$ cat src/design/updc_pkg.sv
`timescale 1ns / 1ps

package updc_pkg;

  localparam int MAX_PATH_LEN = 4096;
  localparam int POS_W        = 12;
  localparam int POS_LIMIT_I  = (MAX_PATH_LEN - 1 > 4095) ? 4095 : MAX_PATH_LEN - 1;
  localparam logic [POS_W-1:0] POS_LIMIT = POS_W'(POS_LIMIT_I);

  localparam logic [1:0] ESC_PLAIN   = 2'd0;
  localparam logic [1:0] ESC_HI      = 2'd1;
  localparam logic [1:0] ESC_LO      = 2'd2;
  localparam logic [1:0] ESC_SWALLOW = 2'd3;

  localparam logic [1:0] TRV_NONE  = 2'd0;
  localparam logic [1:0] TRV_SLASH = 2'd1;
  localparam logic [1:0] TRV_DOT   = 2'd2;

  localparam logic [1:0] ST_OK        = 2'd0;
  localparam logic [1:0] ST_BAD_ESC   = 2'd1;
  localparam logic [1:0] ST_TRAVERSAL = 2'd2;

  localparam logic [7:0] CH_PLUS    = 8'h2B;
  localparam logic [7:0] CH_PERCENT = 8'h25;
  localparam logic [7:0] CH_SLASH   = 8'h2F;
  localparam logic [7:0] CH_DOT     = 8'h2E;
  localparam logic [7:0] CH_SPACE   = 8'd32;
  localparam logic [7:0] CH_ZERO    = 8'h30;
  localparam logic [7:0] CH_NINE    = 8'h39;
  localparam logic [7:0] CH_LA      = 8'h61;
  localparam logic [7:0] CH_LF      = 8'h66;
  localparam logic [7:0] CH_UA      = 8'h41;
  localparam logic [7:0] CH_UF      = 8'h46;
  localparam logic [7:0] DIG_OFS    = 8'd48;
  localparam logic [7:0] ALPHA_OFS  = 8'd87;
  localparam logic [7:0] CASE_BIT   = 8'd32;

  typedef struct packed {
    logic [1:0]       esc_phase;
    logic [3:0]       high_nibble;
    logic [1:0]       trv_match;
    logic [POS_W-1:0] out_pos;
    logic [POS_W-1:0] last_dot_pos;
    logic             dot_seen;
    logic             last_was_dot;
    logic             ended;
    logic [1:0]       err_code;
  } state_t;

  typedef struct packed {
    logic             has_result;
    logic             byte_valid;
    logic [7:0]       decoded_byte;
    logic             done_res;
    logic [1:0]       status;
    logic             ext_found;
    logic [POS_W-1:0] ext_offset;
  } result_t;

  function automatic logic is_hex(input logic [7:0] c);
    return (c >= CH_ZERO && c <= CH_NINE) || (c >= CH_LA && c <= CH_LF) ||
           (c >= CH_UA && c <= CH_UF);
  endfunction

  function automatic logic [3:0] hex_val(input logic [7:0] c);
    logic [7:0] t;
    if (c >= CH_ZERO && c <= CH_NINE) begin
      t = c - DIG_OFS;
    end else begin
      t = (c | CASE_BIT) - ALPHA_OFS;
    end
    return t[3:0];
  endfunction

endpackage

$ cat src/design/updc_step.sv
`timescale 1ns / 1ps

module updc_step (
  input  updc_pkg::state_t  cur,
  input  logic [7:0]        path_byte,
  input  logic              is_final,
  output updc_pkg::state_t  nxt,
  output updc_pkg::result_t res
);
  import updc_pkg::*;

  state_t     s;
  logic       have;
  logic       emit;
  logic [7:0] val;

  always_comb begin
    s    = cur;
    have = 1'b0;
    emit = 1'b0;
    val  = 8'd0;

    unique case (cur.esc_phase)
      ESC_PLAIN: begin
        if (path_byte == 8'd0) begin
          s.esc_phase = ESC_SWALLOW;
        end else if (path_byte == CH_PERCENT) begin
          s.esc_phase = ESC_HI;
        end else begin
          val  = (path_byte == CH_PLUS) ? CH_SPACE : path_byte;
          have = 1'b1;
        end
      end
      ESC_HI: begin
        if (is_hex(path_byte)) begin
          s.high_nibble = hex_val(path_byte);
          s.esc_phase   = ESC_LO;
        end else begin
          s.err_code  = ST_BAD_ESC;
          s.esc_phase = ESC_SWALLOW;
        end
      end
      ESC_LO: begin
        if (is_hex(path_byte)) begin
          val         = {cur.high_nibble, hex_val(path_byte)};
          have        = 1'b1;
          s.esc_phase = ESC_PLAIN;
        end else begin
          s.err_code  = ST_BAD_ESC;
          s.esc_phase = ESC_SWALLOW;
        end
      end
      default: begin
      end
    endcase

    if (have) begin
      if (val == 8'd0) begin
        s.ended = 1'b1;
      end else if (!s.ended) begin
        emit = 1'b1;
        if (val == CH_DOT) begin
          s.last_dot_pos = s.out_pos;
          s.dot_seen     = 1'b1;
          s.last_was_dot = 1'b1;
        end else begin
          s.last_was_dot = 1'b0;
        end
        if (val == CH_SLASH) begin
          s.trv_match = TRV_SLASH;
        end else if (val == CH_DOT && s.trv_match == TRV_SLASH) begin
          s.trv_match = TRV_DOT;
        end else if (val == CH_DOT && s.trv_match == TRV_DOT) begin
          if (s.err_code == ST_OK) s.err_code = ST_TRAVERSAL;
          s.trv_match = TRV_NONE;
        end else begin
          s.trv_match = TRV_NONE;
        end
        if (s.out_pos < POS_LIMIT) s.out_pos = s.out_pos + POS_W'(1);
      end
    end

    if (is_final && (s.esc_phase == ESC_HI || s.esc_phase == ESC_LO)) begin
      s.err_code = ST_BAD_ESC;
    end

    res.has_result   = emit || is_final;
    res.byte_valid   = emit;
    res.decoded_byte = emit ? val : 8'd0;
    res.done_res     = is_final;
    res.status       = is_final ? s.err_code : ST_OK;
    res.ext_found    = is_final && s.dot_seen && !s.last_was_dot;
    res.ext_offset   = (is_final && s.dot_seen) ? s.last_dot_pos : '0;

    nxt = is_final ? state_t'('0) : s;
  end

endmodule

$ cat src/design/url_path_decode_check.sv
`timescale 1ns / 1ps

// URL path decoder and checker.
// Input channel (in_valid/in_ready) takes one raw path byte per item, with
// in_is_final marking the last byte. '+' decodes to space, %XX to a byte.
// Output channel (out_valid/out_ready) gives a result item whenever a byte
// is emitted or the final byte arrives; other input items give no result.
// The final result carries status (ok, bad escape, "/.." found), the
// extension flag and the decoded offset of the last dot; state then clears
// for the next path.
// out_valid rises in the cycle after an item with a result is accepted.
// Throughput: one byte per cycle while in_ready is high, set by the single
// decode step between the input handshake and the output register.
// Reset (rst_n low, synchronous) clears the decode state and drops out_valid.
// When the receiver stalls, the held result stays in the output register and
// in_ready drops until it is taken; a new item is accepted in the same cycle
// the held one leaves.

module url_path_decode_check (
  input  logic                       clk,
  input  logic                       rst_n,
  input  logic                       in_valid,
  output logic                       in_ready,
  input  logic [7:0]                 in_path_byte,
  input  logic                       in_is_final,
  output logic                       out_valid,
  input  logic                       out_ready,
  output logic                       out_byte_valid,
  output logic [7:0]                 out_decoded_byte,
  output logic                       out_done_res,
  output logic [1:0]                 out_status,
  output logic                       out_ext_found,
  output logic [updc_pkg::POS_W-1:0] out_ext_offset
);
  import updc_pkg::*;

  state_t  state_r, state_nxt;
  result_t res;
  result_t res_r;
  logic    out_valid_r, out_valid_nxt;
  logic    accept;

  updc_step u_step (
    .cur       (state_r),
    .path_byte (in_path_byte),
    .is_final  (in_is_final),
    .nxt       (state_nxt),
    .res       (res)
  );

  assign in_ready = !out_valid_r || out_ready;
  assign accept   = in_valid && in_ready;

  always_comb begin
    out_valid_nxt = out_valid_r;
    if (accept && res.has_result) begin
      out_valid_nxt = 1'b1;
    end else if (out_ready) begin
      out_valid_nxt = 1'b0;
    end
  end

  always_ff @(posedge clk) begin
    if (!rst_n) begin
      state_r     <= '0;
      out_valid_r <= 1'b0;
    end else begin
      if (accept) state_r <= state_nxt;
      out_valid_r <= out_valid_nxt;
    end
  end

  always_ff @(posedge clk) begin
    if (accept && res.has_result) res_r <= res;
  end

  assign out_valid        = out_valid_r;
  assign out_byte_valid   = res_r.byte_valid;
  assign out_decoded_byte = res_r.decoded_byte;
  assign out_done_res     = res_r.done_res;
  assign out_status       = res_r.status;
  assign out_ext_found    = res_r.ext_found;
  assign out_ext_offset   = res_r.ext_offset;

endmodule
$ cat config.mk
export PLATFORM = sky130hd
export DESIGN_NAME = url_path_decode_check
export DESIGN_NICKNAME = d
export VERILOG_FILES = /design/src/design/updc_pkg.sv /design/src/design/updc_step.sv /design/src/design/url_path_decode_check.sv
export SDC_FILE = /design/constraint.sdc
export NUM_CORES = 1
export LEC_CHECK = 0
export BUFFER_PORTS_ARGS = -buffer_cell sky130_fd_sc_hd__buf_2
export CORE_MARGIN = 8
export CORE_UTILIZATION = 31
export DETAILED_ROUTE_END_ITERATION = 16
export GPL_TIMING_DRIVEN = 0
export PLACE_DENSITY = 0.58
export SLEW_MARGIN = 20
export SYNTH_ARGS = -nofsm -noshare
export SYNTH_HDL_FRONTEND = slang
export SYNTH_HIERARCHICAL = 1
export SYNTH_SLANG_ARGS = --single-unit
$ cat constraint.sdc
create_clock -name clk -period 4 [get_ports clk]
set_input_delay 0.4 -clock clk [delete_from_list [all_inputs] [get_ports clk]]
set_output_delay 0.4 -clock clk [all_outputs]
set_load 0.005 [all_outputs]
==> insert_results.sql, run 1 <==
INSERT INTO impl_metrics (metric_group, metric, value, unit) VALUES
('setup_path', 'timing.critical_path.from_type', 'flip-flop', ''),
('logic_synthesis', 'asyncSetResetFlopFracSynth', '0', '%'),
('clocking', 'number_of_buffers_created_by_cts', '9', ''),
('timing', 'min_period_over_period', '84.2', '%'),
('timing', 'setup_tns_final', '0', 'ps'),
('timing', 'maxSlewHeadroom', '56.7', '%'),
('logic_synthesis', 'synth.ff_latch_count', '63', ''),
('placed_design', 'port_buffers', '37', ''),
('placed_design', 'post-place-ws', '440', 'ps'),
('logic_synthesis', 'mappedNetlistNets', '532', ''),
('run', 'cap_viol_max_count', '0', ''),
('logic_synthesis', 'synth-edff-count', '25', ''),
('logic_synthesis', 'syn_area_per_cell', '8.71', 'um2'),
('setup_path', 'r2r_setup_slack', '630', 'ps'),
('clocking', 'post-cts-setup-buffers', '0', ''),
('finish', 'area_delta_synth_final', '16.4', '%'),
('setup_path', 'worst_ep_arrival_time', '3410', 'ps'),
('setup_path', 'timing.rr.end', 'out_ext_offset[4]', ''),
('setup_path', 'critical_path.endpoint_type', 'flip-flop', ''),
('finish', 'layout_common_cells', '107 x nand2_1, 64 x mux2i_1, 41 x buf_2', ''),
('timing', 'slew_viol_final', '0', ''),
('timing', 'fin_crit', '3370', 'ps'),
('global_routing', 'grtUsageTotal', '13.6', '%'),
('pwr', 'power_per_cell_area', '316', 'nW/um2'),
('setup_path', 'maximum_fanout_along_the_worst_path', '17', ''),
('min_path', 'hold_path_end', 'out_done_res', ''),
('detailed_routing', 'final_wl', '12300', 'um'),
('pwr', 'power.sequential.fraction', '42.2', '%'),
('finish', 'area.sequential', '1510', 'um2'),
('setup_path', 'crit_path_max_incr_delay', '380', 'ps'),
('clocking', 'clock_tree_from_tritoncts', 'yes', ''),
('finish', 'final_net_count', '581', ''),
('floorplan', 'io_pins', '40', ''),
('logic_synthesis', 'post_synth_inst_count', '510', ''),
('timing', 'achievable-frequency', '0.297', 'GHz'),
('placed_design', 'post-dp-hpwl', '9170', 'um'),
('floorplan', 'core_region_area', '13900', 'um2'),
('finish', 'multi_input_comb_area', '2610', 'um2'),
('timing', 'setup_viol', '0', ''),
('finish', 'most_common_library_cell_in_the_layout_ignoring_fill_and_taps', 'nand2_1', ''),
('setup_path', 'required', '4040', 'ps'),
('pwr', 'peakVddDrop', '0.195', 'mV'),
('setup_path', 'worst_path_most_repeated_cell', 'clkbuf_1', ''),
('floorplan', 'dieArea', '18400', 'um2'),
('floorplan', 'fp.dieH', '136', 'um'),
('global_routing', 'grt_max_degree', '18', ''),
('detailed_routing', 'routedWlPerCell', '16.6', 'um'),
('global_routing', 'grt_pass1_vias', '3784', ''),
('placed_design', 'place.detailed.instances', '728', ''),
('clocking', 'clk_pin_slew', '50', 'ps'),
('floorplan', 'placement_rows', '43', ''),
('min_path', 'hp-class', 'input pin to flip-flop', ''),
('pwr', 'swShare', '24.2', '%'),
('timing', 'setup_ws', '633', 'ps'),
('pwr', 'net-switching-power', '394', 'uW'),
('finish', 'instances_no_fill', '744', ''),
('run_status', 'status', 'finished clean', ''),
('logic_synthesis', 'synth.yosys.warnings', '6', ''),
('logic_synthesis', 'prevailing_post_synth_register_cell', 'dfxtp_1', ''),
('clocking', 'max-clock-path-buffers', '2', ''),
('floorplan', 'floorplan.initialDensity', '31.9', '%'),
('detailed_routing', 'dr_total_vias', '3960', ''),
('timing', 'finalHoldViolations', '0', ''),
('global_routing', 'wire_length_of_the_first_global_routing_pass', '20300', 'um'),
('clocking', 'clk-insertion-delay-late', '330', 'ps'),
('pwr', 'power.clock.fraction', '46.4', '%'),
('pwr', 'power.internal', '1240', 'uW'),
('setup_path', 'path_cells', 'inv_1 > ha_1 > clkbuf_1 > clkbuf_1 > o21ai_0 > o2111ai_1 > o21ai_1 > buf_2 > nand2b_1 > nand2_1 > nor2b_4 > buf_16', ''),
('clocking', 'clock-sinks', '63', ''),
('clocking', 'cts_hold_buf', '0', ''),
('min_path', 'hold-path-cell-count', '1', '');
cell families after synthesis:
logic type	share of synthesized area [%]
buf+inv	7.32
compound gates	13.6
flops	34.0
fa+ha+maj	2.53
xor+xnor	0.789
mux	15.1
simple gates	26.6
layout make-up:
cell class,instances,area share (%)
Tap cell,180,4.36
Sequential cell,63,29.2
Multi-Input combinational cell,395,50.5
Clock inverter,4,0.895
Timing Repair Buffer,38,4.11
Clock buffer,12,4.57
Inverter,15,1.09
Buffer,37,5.20
registers in the layout, summed over array words and instances, names as in the netlist:
name              flops
state_r              37
out_ext_offset       12
out_ext_found         1
out_decoded_byte      8
out_valid             1
out_status            2
out_done_res          1
out_byte_valid        1
critical path, delay by kind of cell (launching register included):
kind                     cells  cell delay [ps]
buffers and inverters        5             1270
flip-flops                   1              350
AND/OR/NAND/NOR              3              630
adder cells (fa/ha/maj)      1              150
AO/OA/AOI/OAI                3              670
Yosys cell counts, types with 8 or more instances:
master      n  share of area (%)
a21oi_1    23                2.6
clkbuf_1   19                1.6
dfxtp_1    38                 17
edfxtp_1   25                 17
ha_1        9                2.5
inv_1      14                1.2
mux2i_1    64                 14
nand2_1   107                9.0
nand2b_1   19                2.7
nand3_1    20                2.3
nor2_1     28                2.4
nor2b_1     8                1.1
o21ai_0    13                1.5
per-layer routing:
layer,up-vias,routed length (um),global-route usage [%]
li1,1919,-,-
met1,1904,5870,18.3
met2,113,5420,20.8
met3,24,796,2.74
met4,0,261,5.49
met5,-,0,0
how the worst max path moves through the flow:
stage | slack, ps | cells after the start | start | to
after floorplan | 490 | 12 | in_path_byte[1] | out_byte_valid
after global placement | -960 | 13 | in_path_byte[0] | out_ext_offset[10]
after detailed placement | 440 | 14 | in_path_byte[0] | out_ext_offset[10]
after CTS | 650 | 12 | state_r[36] | out_ext_found
after global routing | 300 | 12 | state_r[36] | out_status[1]
final | 630 | 12 | state_r[36] | out_ext_offset[4]
power by group through the flow:
stage / clock network, uW / logic, uW / registers [uW]
final: 757 / 187 / 688
after global routing: 797 / 203 / 689
after CTS: 772 / 188 / 689
after detailed placement: 0 / 187 / 702
after global placement: 0 / 181 / 702
after floorplan: 0 / 118 / 704
per-stage QoR:
stage / utilization [%] / hold slack (ps) / total power, uW / area, um2
3_3_place_gp: 34.8 / 444 / 884 / 4850
6_report: 37.1 / 247 / 1630 / 5170
4_1_cts: 37.1 / 233 / 1650 / 5170
5_1_grt: 37.1 / 244 / 1690 / 5170
2_1_floorplan: - / 435 / 822 / 4440
3_5_place_dp: 35.1 / 456 / 889 / 4890
Note: power is estimated with default switching activity, not from simulation.
==> run 2, diff against run 1 <==
==> constraint.sdc (replaced) <==
create_clock -name clk -period 3.38 [get_ports clk]
set_input_delay 0.338 -clock clk [delete_from_list [all_inputs] [get_ports clk]]
set_output_delay 0.338 -clock clk [all_outputs]
set_load 0.005 [all_outputs]
==> insert_results.sql, run 2 (synthesis results as in run 1) <==
INSERT INTO impl_metrics (metric_group, metric, value, unit) VALUES
('pwr', 'fin_total_pwr', '1990', 'uW'),
('finish', 'registers.top_by_ff_count', 'state_r', ''),
('global_routing', 'grt_max_degree', '14', ''),
('pwr', 'power.sequential.fraction', '40.8', '%'),
('global_routing', 'wire_length_of_the_first_global_routing_pass', '20400', 'um'),
('setup_path', 'crit-reg2reg-launch', 'state_r[36]', ''),
('finish', 'drive_gt1_share', '18.7', '%'),
('timing', 'achievable-frequency', '0.314', 'GHz'),
('pwr', 'peakVddDrop', '0.247', 'mV'),
('floorplan', 'dieArea', '18400', 'um2'),
('setup_path', 'crit_path_top_delay_cell', 'or3_1', ''),
('finish', 'area_delta_synth_final', '17.6', '%'),
('floorplan', 'fp.dieH', '136', 'um'),
('min_path', 'hp-class', 'input pin to flip-flop', ''),
('placed_design', 'dp_area', '4860', 'um2'),
('finish', 'nFillCells', '1400', ''),
('setup_path', 'required', '3650', 'ps'),
('clocking', 'clock_tree.htree_level_count', '3', ''),
('detailed_routing', 'final_wl', '12800', 'um'),
('detailed_routing', 'routed_via_density', '5.31', ''),
('setup_path', 'worst_ep_arrival_time', '3460', 'ps'),
('detailed_routing', 'drcViolationCount', '0', ''),
('pwr', 'comb_power_share', '11.5', '%'),
('detailed_routing', 'detail-route-antenna-nets', '0', ''),
('timing', 'maxSlewHeadroom', '52.1', '%'),
('global_routing', 'grtUsageTotal', '14.0', '%'),
('timing', 'min_period_over_period', '94.2', '%'),
('floorplan', 'floorplan.initialDensity', '31.9', '%'),
('clocking', 'clock-sinks', '63', ''),
('finish', 'final_net_count', '584', ''),
('timing', 'rsz0062_at_grt', 'yes', ''),
('min_path', 'hold_path_end', 'out_done_res', ''),
('finish', 'final_util', '37.5', '%'),
('timing', 'setup_viol', '0', ''),
('run_status', 'status', 'finished clean', ''),
('setup_path', 'maximum_fanout_along_the_worst_path', '10', ''),
('pwr', 'power.clock.fraction', '47.6', '%'),
('clocking', 'cts.root.buffer_cell', 'clkbuf_16', ''),
('floorplan', 'io_pins', '40', ''),
('setup_path', 'crit_cells', '14', ''),
('setup_path', 'r2r_setup_slack', '200', 'ps'),
('timing', 'worst_slew_pin_slew', '712', 'ps'),
('timing', 'worst_clock_skew', '6.87', 'ps'),
('pwr', 'swShare', '26.2', '%'),
('setup_path', 'timing.rr.end', 'state_r[12]', ''),
('pwr', 'power_leakage', '0.00205', 'uW'),
('finish', 'largest_register_ff_count', '37', ''),
('floorplan', 'placement_rows', '43', ''),
('setup_path', 'critical_path.endpoint_type', 'flip-flop', ''),
('global_routing', 'globalRouteOverflowTotal', '0', ''),
('setup_path', 'criticalPathCategory', 'flip-flop to flip-flop', ''),
('finish', 'final_area', '5230', 'um2'),
('min_path', 'hold_path.startpoint', 'in_is_final', ''),
('timing', 'slew_viol_final', '0', ''),
('timing', 'setup_tns_final', '0', 'ps'),
('finish', 'most_common_library_cell_in_the_layout_ignoring_fill_and_taps', 'nand2_1', ''),
('detailed_routing', 'dr_total_vias', '3964', ''),
('run', 'cap_viol_max_count', '0', ''),
('detailed_routing', 'routedWlPerCell', '17.2', 'um'),
('floorplan', 'core_region_area', '13900', 'um2'),
('pwr', 'net-switching-power', '522', 'uW'),
('timing', 'finalHoldViolations', '0', ''),
('clocking', 'clk-insertion-delay-late', '340', 'ps'),
('placed_design', 'gpl.final_weighted_congestion', '0.896', ''),
('timing', 'fin_crit', '3180', 'ps'),
('setup_path', 'path_cells', 'inv_1 > ha_1 > clkbuf_1 > nand2_1 > a31o_2 > nand2b_1 > o32a_1 > o21ai_2 > or3_1 > buf_6 > buf_6 > mux2i_1 > nand2_1 > mux2i_1', ''),
('global_routing', 'antenna_found_initial', '0', ''),
('pwr', 'power_per_cell_area', '381', 'nW/um2'),
('finish', 'antennaDiodeCount', '0', ''),
('setup_path', 'timing.critical_path.from_type', 'flip-flop', ''),
('min_path', 'hold-path-cell-count', '1', ''),
('clocking', 'max-clock-path-buffers', '2', ''),
('global_routing', 'grt_pass1_vias', '3850', ''),
('clocking', 'clk_pin_slew', '60', 'ps'),
('placed_design', 'port_buffers', '37', ''),
('pwr', 'power.internal', '1470', 'uW'),
('detailed_routing', 'detail_route.first_pass.iterations', '5', ''),
('clocking', 'number_of_buffers_created_by_cts', '9', ''),
('setup_path', 'critPathTopFamily', 'buffers and inverters', ''),
('setup_path', 'worst_r2r_path_depth', '14', ''),
('placed_design', 'post-dp-hpwl', '9020', 'um'),
('floorplan', 'die-width', '136', 'um'),
('setup_path', 'critPathBufInv', '4', ''),
('setup_path', 'crit_path_max_incr_delay', '430', 'ps'),
('detailed_routing', 'drt_iter0_drc', '391', ''),
('finish', 'layout_common_cells', '106 x nand2_1, 64 x mux2i_1, 40 x buf_2', ''),
('clocking', 'clock_tree_from_tritoncts', 'yes', '');
## run 2: worst register-to-register path: stages (launching register included)
cell,delay [ps]
dfxtp_1,370
inv_1,150
ha_1,170
clkbuf_1,330
nand2_1,170
a31o_2,250
nand2b_1,70
o32a_1,300
o21ai_2,180
or3_1,430
buf_6,160
buf_6,150
mux2i_1,170
nand2_1,70
mux2i_1,150
## run 2: layer usage
layer	track usage (%)	vias up	share of wire, %
met5	0	-	0
met4	5.00	0	1.6
met3	3.26	18	6.5
met2	21.6	124	45
met1	18.6	1896	47
li1	-	1926	-
## run 2: repair_timing
item	CTS	global route
hold buffers	0	0
pin swaps	0	0
gates cloned	1	0
setup buffers	3	0
resized for setup	1	7
setup endpoints to repair	25	35
## run 2: worst max-delay path by stage
stage,start,to
5_1_grt,state_r[36],state_r[15]
2_1_floorplan,in_path_byte[1],out_byte_valid
4_1_cts,state_r[36],out_ext_offset[11]
6_report,state_r[36],state_r[12]
3_5_place_dp,in_path_byte[0],out_ext_offset[10]
3_3_place_gp,in_path_byte[0],out_ext_offset[10]
## run 2: power groups by stage
| stage | clock network [uW] | registers (uW) | logic (uW) |
|---|---|---|---|
| 5_1_grt | 983 | 816 | 246 |
| 3_5_place_dp | 0 | 831 | 216 |
| 4_1_cts | 959 | 814 | 228 |
| 2_1_floorplan | 0 | 832 | 140 |
| 3_3_place_gp | 0 | 830 | 215 |
| 6_report | 949 | 814 | 230 |
## run 2: metrics by stage
step / std cells / setup WS, ps / hold WS (ps)
finish: 747 / 196 / 174
global route: 747 / -6.37 / 175
detailed placement: 727 / -298 / 450
global placement: 727 / -746 / 442
floorplan: 510 / 395 / 435
CTS: 747 / 78.4 / 167
## run 2: cell type report
| class | instances | area [um2] | share of cell area (%) |
|---|---|---|---|
| clock buffer | 9 | 225 | 4.31 |
| tap | 180 | 225 | 4.31 |
| inverter | 15 | 56.3 | 1.08 |
| clock inverter | 7 | 72.6 | 1.39 |
| buffer | 37 | 273 | 5.22 |
| timing repair buffer | 40 | 220 | 4.21 |
| multi-input combinational | 396 | 2640 | 50.6 |
| sequential | 63 | 1510 | 28.9 |
